$ cat config.mk
export PLATFORM = sky130hd
export DESIGN_NAME = bang_bang_turn_with_correction
export DESIGN_NICKNAME = d
export VERILOG_FILES = /design/src/hdl/bbtwc_pkg.sv /design/src/hdl/bang_bang_turn_with_correction.sv
export SDC_FILE = /design/constraint.sdc
export NUM_CORES = 1
export LEC_CHECK = 0
export BUFFER_PORTS_ARGS = -buffer_cell sky130_fd_sc_hd__buf_2
export CORE_AREA = 2 2 136 138
export CTS_CLUSTER_SIZE = 10
export DETAILED_ROUTE_END_ITERATION = 6
export DIE_AREA = 0 0 138 140
export GPL_TIMING_DRIVEN = 1
export PLACE_DENSITY = 0.71
export SLEW_MARGIN = 0
export SYNTH_ARGS = -nofsm -noshare
export SYNTH_HDL_FRONTEND = slang
export SYNTH_SLANG_ARGS = --single-unit
$ cat constraint.sdc
create_clock -name i_clk -period 4.7 [get_ports i_clk]
set_input_delay 0.235 -clock i_clk [delete_from_list [all_inputs] [get_ports i_clk]]
set_output_delay 0.235 -clock i_clk [all_outputs]
set_load 0.05 [all_outputs]
$ cat src/hdl/bbtwc_pkg.sv
`timescale 1ns / 1ps
`default_nettype none

package bbtwc_pkg;

    // Field widths fixed by the interface
    localparam int HEADING_W = 24;
    localparam int TARGET_W  = 16;
    localparam int POWER_W   = 7;
    localparam int MARGIN_W  = 7;
    localparam int SETTLE_W  = 8;
    localparam int DRIVE_W   = 8;
    localparam int CFG_IDX_W = 3;
    localparam int CFG_DAT_W = 16;

    // Register map
    localparam logic [CFG_IDX_W-1:0] CFG_TARGET_DEGREES  = 3'd0;
    localparam logic [CFG_IDX_W-1:0] CFG_TURN_DRIVE      = 3'd1;
    localparam logic [CFG_IDX_W-1:0] CFG_APPROACH_MARGIN = 3'd2;
    localparam logic [CFG_IDX_W-1:0] CFG_CORRECT_DRIVE   = 3'd3;
    localparam logic [CFG_IDX_W-1:0] CFG_SETTLE_TICKS    = 3'd4;

    // Register reset values
    localparam logic [TARGET_W-1:0] RST_TARGET_DEGREES  = 16'd0;
    localparam logic [POWER_W-1:0]  RST_TURN_DRIVE      = 7'd0;
    localparam logic [MARGIN_W-1:0] RST_APPROACH_MARGIN = 7'd5;
    localparam logic [POWER_W-1:0]  RST_CORRECT_DRIVE   = 7'd30;
    localparam logic [SETTLE_W-1:0] RST_SETTLE_TICKS    = 8'd10;

    // Input word modes
    localparam logic MODE_START = 1'b0;
    localparam logic MODE_TICK  = 1'b1;

    typedef enum logic [3:0] {
        PH_IDLE    = 4'b0001,
        PH_TURN    = 4'b0010,
        PH_SETTLE  = 4'b0100,
        PH_CORRECT = 4'b1000
    } t_phase;

endpackage

`default_nettype wire

$ cat src/hdl/bang_bang_turn_with_correction.sv
`timescale 1ns / 1ps
`default_nettype none

// Channel   Handshake                  Word
// ------    -------------------------  ------------------------------------------
// input     i_in_valid / o_in_ready    i_mode, i_heading
// result    o_out_valid / i_out_ready  o_left_drive, o_right_drive, o_busy_res, o_reset_encoders
// config    i_cfg_we (no wait)         i_cfg_idx, i_cfg_data
//
// One word in, one word out. A word lands in the input register; the step runs when the
// output register is free or draining, and writes the output register. One word per
// cycle sustained while i_out_ready stays high.
// Reset (i_rst_n low, synchronous) empties both registers, idles the sequencer and
// loads the register defaults.
// A stalled output holds the input register, which drops o_in_ready; nothing is lost.

module bang_bang_turn_with_correction
    import bbtwc_pkg::*;
#(
    parameter int HEADING_FRACTION_BITS = 4
) (
    input  wire logic                        i_clk,
    input  wire logic                        i_rst_n,
    // configuration
    input  wire logic                        i_cfg_we,
    input  wire logic [CFG_IDX_W-1:0]        i_cfg_idx,
    input  wire logic [CFG_DAT_W-1:0]        i_cfg_data,
    // input channel
    input  wire logic                        i_in_valid,
    output logic                             o_in_ready,
    input  wire logic                        i_mode,
    input  wire logic signed [HEADING_W-1:0] i_heading,
    // result channel
    output logic                             o_out_valid,
    input  wire logic                        i_out_ready,
    output logic signed [DRIVE_W-1:0]        o_left_drive,
    output logic signed [DRIVE_W-1:0]        o_right_drive,
    output logic                             o_busy_res,
    output logic                             o_reset_encoders
);

    // Compare width: scaled target +/- scaled margin, or the heading, plus a sign bit
    localparam int SUM_W = TARGET_W + HEADING_FRACTION_BITS + 2;
    localparam int CMP_W = ((SUM_W > HEADING_W) ? SUM_W : HEADING_W) + 1;

    // ---------------- configuration registers ----------------
    logic signed [TARGET_W-1:0] r_target;
    logic [POWER_W-1:0]         r_turn_drive;
    logic [MARGIN_W-1:0]        r_margin;
    logic [POWER_W-1:0]         r_correct_drive;
    logic [SETTLE_W-1:0]        r_settle_ticks;

    always_ff @(posedge i_clk) begin
        if (!i_rst_n) begin
            r_target        <= RST_TARGET_DEGREES;
            r_turn_drive    <= RST_TURN_DRIVE;
            r_margin        <= RST_APPROACH_MARGIN;
            r_correct_drive <= RST_CORRECT_DRIVE;
            r_settle_ticks  <= RST_SETTLE_TICKS;
        end else if (i_cfg_we) begin
            case (i_cfg_idx)
                CFG_TARGET_DEGREES:  r_target        <= i_cfg_data[TARGET_W-1:0];
                CFG_TURN_DRIVE:      r_turn_drive    <= i_cfg_data[POWER_W-1:0];
                CFG_APPROACH_MARGIN: r_margin        <= i_cfg_data[MARGIN_W-1:0];
                CFG_CORRECT_DRIVE:   r_correct_drive <= i_cfg_data[POWER_W-1:0];
                CFG_SETTLE_TICKS:    r_settle_ticks  <= i_cfg_data[SETTLE_W-1:0];
                default: ;  // unmapped index: ignored
            endcase
        end
    end

    // ---------------- input register ----------------
    logic                        r_in_vld;
    logic                        r_mode;
    logic signed [HEADING_W-1:0] r_heading;
    logic                        r_out_vld;
    logic                        step;

    // The step fires when a word is held and the output register is free or draining
    assign step       = r_in_vld && (!r_out_vld || i_out_ready);
    assign o_in_ready = !r_in_vld || step;

    always_ff @(posedge i_clk) begin
        if (!i_rst_n) begin
            r_in_vld <= 1'b0;
        end else if (o_in_ready) begin
            r_in_vld <= i_in_valid;
        end
    end

    always_ff @(posedge i_clk) begin
        if (o_in_ready && i_in_valid) begin
            r_mode    <= i_mode;
            r_heading <= i_heading;
        end
    end

    // ---------------- controller step ----------------
    t_phase                r_phase,    n_phase;
    logic                  r_turn_sign, n_turn_sign;
    logic                  r_corr_sign, n_corr_sign;
    logic [SETTLE_W-1:0]   r_settle_cnt, n_settle_cnt;

    logic signed [CMP_W-1:0]   head_x, tgt_x, mar_x, tgt_lo, tgt_hi;
    logic signed [DRIVE_W-1:0] turn_pos, turn_neg, corr_pos, corr_neg;
    t_phase                    ph_eff;
    logic                      sign_eff;
    logic                      going;

    logic signed [DRIVE_W-1:0] n_left, n_right;
    logic                      n_busy, n_pulse;

    assign head_x = CMP_W'(r_heading);
    assign tgt_x  = CMP_W'(r_target) <<< HEADING_FRACTION_BITS;
    assign mar_x  = $signed(CMP_W'(r_margin) << HEADING_FRACTION_BITS);
    assign tgt_lo = tgt_x - mar_x;
    assign tgt_hi = tgt_x + mar_x;

    assign turn_pos = $signed({1'b0, r_turn_drive});
    assign turn_neg = -turn_pos;
    assign corr_pos = $signed({1'b0, r_correct_drive});
    assign corr_neg = -corr_pos;

    // A start word forces the turn phase and picks the direction from its own heading
    assign ph_eff   = (r_mode == MODE_START) ? PH_TURN : r_phase;
    assign sign_eff = (r_mode == MODE_START) ? (tgt_x < head_x) : r_turn_sign;
    assign going    = sign_eff ? (head_x > tgt_hi) : (head_x < tgt_lo);

    always_comb begin
        n_phase      = ph_eff;
        n_turn_sign  = sign_eff;
        n_corr_sign  = r_corr_sign;
        n_settle_cnt = r_settle_cnt;
        n_left       = '0;
        n_right      = '0;
        n_busy       = 1'b1;
        n_pulse      = 1'b0;
        case (ph_eff)
            PH_TURN: begin
                if (going) begin
                    n_left  = sign_eff ? turn_neg : turn_pos;
                    n_right = sign_eff ? turn_pos : turn_neg;
                end else begin
                    n_phase      = PH_SETTLE;
                    n_settle_cnt = r_settle_ticks;
                end
            end
            PH_SETTLE: begin
                if (r_settle_cnt != '0) begin
                    n_settle_cnt = r_settle_cnt - 1'b1;
                end else if (head_x > tgt_x) begin
                    n_corr_sign = 1'b1;
                    n_phase     = PH_CORRECT;
                    n_left      = corr_neg;
                    n_right     = corr_pos;
                end else if (head_x < tgt_x) begin
                    n_corr_sign = 1'b0;
                    n_phase     = PH_CORRECT;
                    n_left      = corr_pos;
                    n_right     = corr_neg;
                end else begin
                    // exactly on target after settling
                    n_phase = PH_IDLE;
                    n_busy  = 1'b0;
                    n_pulse = 1'b1;
                end
            end
            PH_CORRECT: begin
                if (r_corr_sign && (head_x > tgt_x)) begin
                    n_left  = corr_neg;
                    n_right = corr_pos;
                end else if (!r_corr_sign && (head_x < tgt_x)) begin
                    n_left  = corr_pos;
                    n_right = corr_neg;
                end else begin
                    n_phase = PH_IDLE;
                    n_busy  = 1'b0;
                    n_pulse = 1'b1;
                end
            end
            default: begin
                // idle tick, or a phase code that means nothing
                n_phase = PH_IDLE;
                n_busy  = 1'b0;
            end
        endcase
    end

    always_ff @(posedge i_clk) begin
        if (!i_rst_n) begin
            r_phase      <= PH_IDLE;
            r_turn_sign  <= 1'b0;
            r_corr_sign  <= 1'b0;
            r_settle_cnt <= '0;
        end else if (step) begin
            r_phase      <= n_phase;
            r_turn_sign  <= n_turn_sign;
            r_corr_sign  <= n_corr_sign;
            r_settle_cnt <= n_settle_cnt;
        end
    end

    // ---------------- output register ----------------
    logic signed [DRIVE_W-1:0] r_left, r_right;
    logic                      r_busy, r_pulse;

    always_ff @(posedge i_clk) begin
        if (!i_rst_n) begin
            r_out_vld <= 1'b0;
        end else if (step) begin
            r_out_vld <= 1'b1;
        end else if (i_out_ready) begin
            r_out_vld <= 1'b0;
        end
    end

    always_ff @(posedge i_clk) begin
        if (step) begin
            r_left  <= n_left;
            r_right <= n_right;
            r_busy  <= n_busy;
            r_pulse <= n_pulse;
        end
    end

    assign o_out_valid      = r_out_vld;
    assign o_left_drive     = r_left;
    assign o_right_drive    = r_right;
    assign o_busy_res       = r_busy;
    assign o_reset_encoders = r_pulse;

    // ---------------- assertions ----------------
    a_pulse_idle: assert property (@(posedge i_clk) disable iff (!i_rst_n)
        o_out_valid && o_reset_encoders |-> !o_busy_res && o_left_drive == '0
            && o_right_drive == '0)
        else $error("completion word not idle with zero drive");

    a_opposite: assert property (@(posedge i_clk) disable iff (!i_rst_n)
        o_out_valid |-> o_left_drive == -o_right_drive)
        else $error("wheels not driven opposite");

    a_start_phase: assert property (@(posedge i_clk) disable iff (!i_rst_n)
        step && r_mode == MODE_START |=> r_phase == PH_TURN || r_phase == PH_SETTLE)
        else $error("start word did not enter turn or settle");

    a_settle_count: assert property (@(posedge i_clk) disable iff (!i_rst_n)
        step && r_mode == MODE_TICK && r_phase == PH_SETTLE && r_settle_cnt != '0
            |=> r_phase == PH_SETTLE
                && r_settle_cnt == SETTLE_W'($past(r_settle_cnt) - 1'b1))
        else $error("settle count did not step down");

    a_no_step_hold: assert property (@(posedge i_clk) disable iff (!i_rst_n)
        !step |=> $stable(r_phase) && $stable(r_settle_cnt))
        else $error("state moved without a step");

endmodule

`default_nettype wire
==> impl_metrics.json <==
{
  "max_freq_ghz": 0.225,
  "cts_hold_buf": 0,
  "synth-main-ff-cell": "dfxtp_1",
  "layout-drive-gt1-share_pct": 14.3,
  "synth_top_family_by_area": "simple AND/OR/NAND/NOR gates",
  "endpoint_kind": "flip-flop",
  "routed_via_density": 5.49,
  "async_flop_share_pct": 0,
  "netlist_area_um2": 7010,
  "nets": 994,
  "synthMuxAreaShare_pct": 1.00,
  "syn-num-nets": 937,
  "start_util_pct": 39.4,
  "antenna_found_initial": 0,
  "multi_input_area_um2": 4290,
  "die_h_um": 140,
  "synth_edf_count": 42,
  "clock-root-buffer": "clkbuf_16",
  "synth_compound_area_share_pct": 17.7,
  "wl_per_cell_um": 16.0,
  "clock_latency_ns": 0.37,
  "gp_congestion": 0.853,
  "yosysTopAreaCellShare_pct": 18.0,
  "first_pass_iters": 5,
  "synthXorXnorAreaFrac_pct": 5.63,
  "fin_tns_setup_ns": 0,
  "synth-simple-area-share_pct": 23.1,
  "rows": 49,
  "clk_pin_slew_ns": 0.08,
  "worst-path-max-fanout": 5,
  "synth-seq-cells": 103,
  "start_kind": "flip-flop",
  "synth_area_leader_cell": "edfxtp_1",
  "ys_types": 64,
  "clock-sinks": 103,
  "required_ns": 4.96,
  "cts_made_buffers": 9,
  "synth_warnings": 0,
  "grtUsageTotal_pct": 18.4,
  "drcViolationCount": 0,
  "fin_crit_sh_pct": 94.5,
  "placeableCoreArea_um2": 17800,
  "p_leak_uw": 0.00311,
  "postRouteAntennaNets": 0,
  "die-area_um2": 19300,
  "relSlewSlack_pct": 27.4,
  "fin_skew_ns": 0.00912,
  "syn_area_per_cell_um2": 8.56,
  "io_buffers": 68,
  "ys_seq_area_share_pct": 35.4,
  "hp-class": "in2reg",
  "ir_drop_mv": 0.192,
  "utilization_pct": 44.9,
  "num_io_pins": 69,
  "setup_violations": 0,
  "synthAdderAreaFrac_pct": 12.7,
  "worstPathArrival_ns": 4.70,
  "drv_slew": 0,
  "nFillCells": 1766,
  "outcome": "finished clean",
  "htree_levels": 3,
  "p_per_area_nw_per_um2": 271,
  "cts_max_path_buffers": 2,
  "num_vias": 6084,
  "wirelength_um": 17700,
  "synth.top_cells.by_area": "edfxtp_1 (18%), dfxtp_1 (17%), ha_1 (12%)",
  "die_w_um": 138,
  "grt_pass1_wl_um": 28800,
  "maxCapViolations": 0,
  "worst_pin_slew_ns": 1.09,
  "cts_tree": "done",
  "crit_type": "reg2reg",
  "dp_hpwl_um": 13400,
  "diodes": 0,
  "min_period_ns": 4.44,
  "seqCellArea_um2": 2480,
  "grt_pass1_vias": 5739,
  "drt_iter0_drc": 464,
  "hold_viol_final": 0,
  "overflow": 0,
  "grt_max_degree": 69,
  "area_delta_synth_final_pct": 14.0,
  "syn_inst": 818
}
[per-stage QoR]
step                      cells  cell area, um^2  setup slack, ns  power, uW  hold WS, ns
final                      1109             7990            0.256       2170       0.0364
after global routing       1109             7990           -0.102       2260       0.0341
after CTS                  1108             7900          0.00931       2170       0.0302
after detailed placement   1092             7590         -0.00259       1390        0.413
after global placement     1092             7590            0.137       1380        0.412
after floorplan             818             7010            0.340       1280        0.334
[worst max-delay path: stages (launching register included)]
cell and delay (ns):
dfxtp_2 0.33, inv_1 0.07, ha_1 0.28, nand2b_1 0.16, a21oi_2 0.15, o21bai_1 0.09
a21oi_2 0.13, o21ai_0 0.09, a21oi_1 0.20, o21a_2 0.23, nand4_1 0.12, xnor2_1 0.16
ha_1 0.33, a21oi_2 0.15, nor2_1 0.05, a211o_1 0.26, a221o_1 0.29, a311oi_2 0.29
nor3_2 0.09, or4_4 0.47, and2_4 0.18, o221a_1 0.20
[layout by cell type, fill, tap and decap left out, drive strengths merged, types with 5 or more instances in the layout]
cell,instances
nand2,136
buf,82
ha,68
dfxtp,61
inv,51
nor2,49
edfxtp,42
xnor2,37
a21boi,36
o21ai,35
a21oi,32
nand3,23
nor3,21
nand4,20
nor2b,15
and2,14
nand2b,12
nor4,10
clkbuf,9
xor2,8
o221ai,8
o211ai,8
o31ai,7
mux2i,7
or4,7
or2,6
or3,6
a31oi,5
a22oi,5
o21a,5
[Yosys cell counts, drive strengths merged, types with 23 or more instances]
library cell	n
edfxtp	42
a21boi	36
xnor2	37
a21oi	32
nand2	136
dfxtp	61
inv	45
nand3	23
nor2	49
o21ai	35
clkbuf	31
ha	68
[worst paths after layout]
path	depth (start not counted)	startpoint	slack (ns)	endpoint
max reg2reg	21	r_margin[1]$_SDFFE_PN0P_	0.26	r_settle_cnt[3]$_SDFFE_PN0P_
min reg2reg	2	r_settle_ticks[2]$_SDFFE_PN0P_	0.47	r_settle_ticks[2]$_SDFFE_PN0P_
min	1	i_heading[4]	0.04	r_heading[4]$_DFFE_PP_
max	21	r_margin[1]$_SDFFE_PN0P_	0.26	r_settle_cnt[3]$_SDFFE_PN0P_
[state kept, by name (all words and copies together) (netlist names), 4 cells and up]
name             count
r_turn_drive         7
o_right_drive        7
o_left_drive         8
r_correct_drive      7
r_phase              4
r_settle_ticks       8
r_target            16
r_settle_cnt         8
r_heading           24
r_margin             7
[cells by family (layout without fill, tap and decap cells)]
logic type               after synthesis  count (layout)
AND/OR/NAND/NOR                      332             332
AO/OA/AOI/OAI                        180             180
multiplexers                           7               7
flip-flops                           103             103
buffers and inverters                 81             143
adder cells (fa/ha/maj)               70              70
XOR/XNOR                              45              45
[power breakdown]
group | internal, uW | switching (uW)
clock | 385 | 401
sequential | 965 | 31.7
combinational | 153 | 231
total | 1500 | 664
[per-layer routing]
metal  part of all wire (%)  vias up  GRT usage [%]
met5                      0        -              0
met4                    1.8        0           5.59
met3                    5.3       26           3.52
met2                     47      168           30.7
met1                     46     2854           24.3
li1                       -     3036              -
[cell type report]
type | count | area share (%)
clock inverter | 7 | 0.987
timing repair buffer | 82 | 5.67
multi-input combinational | 634 | 53.7
sequential | 103 | 31.1
inverter | 45 | 2.11
tap | 229 | 3.59
clock buffer | 9 | 2.82
[what timing repair did]
item                                    4_1_cts  5_1_grt
endpoints found under the setup margin        3       25
buffers inserted                              0        1
cloned                                        0        0
pin swaps                                     0        9
resized for setup                             1       18
No activity file was read; power rests on OpenSTA's default activity.
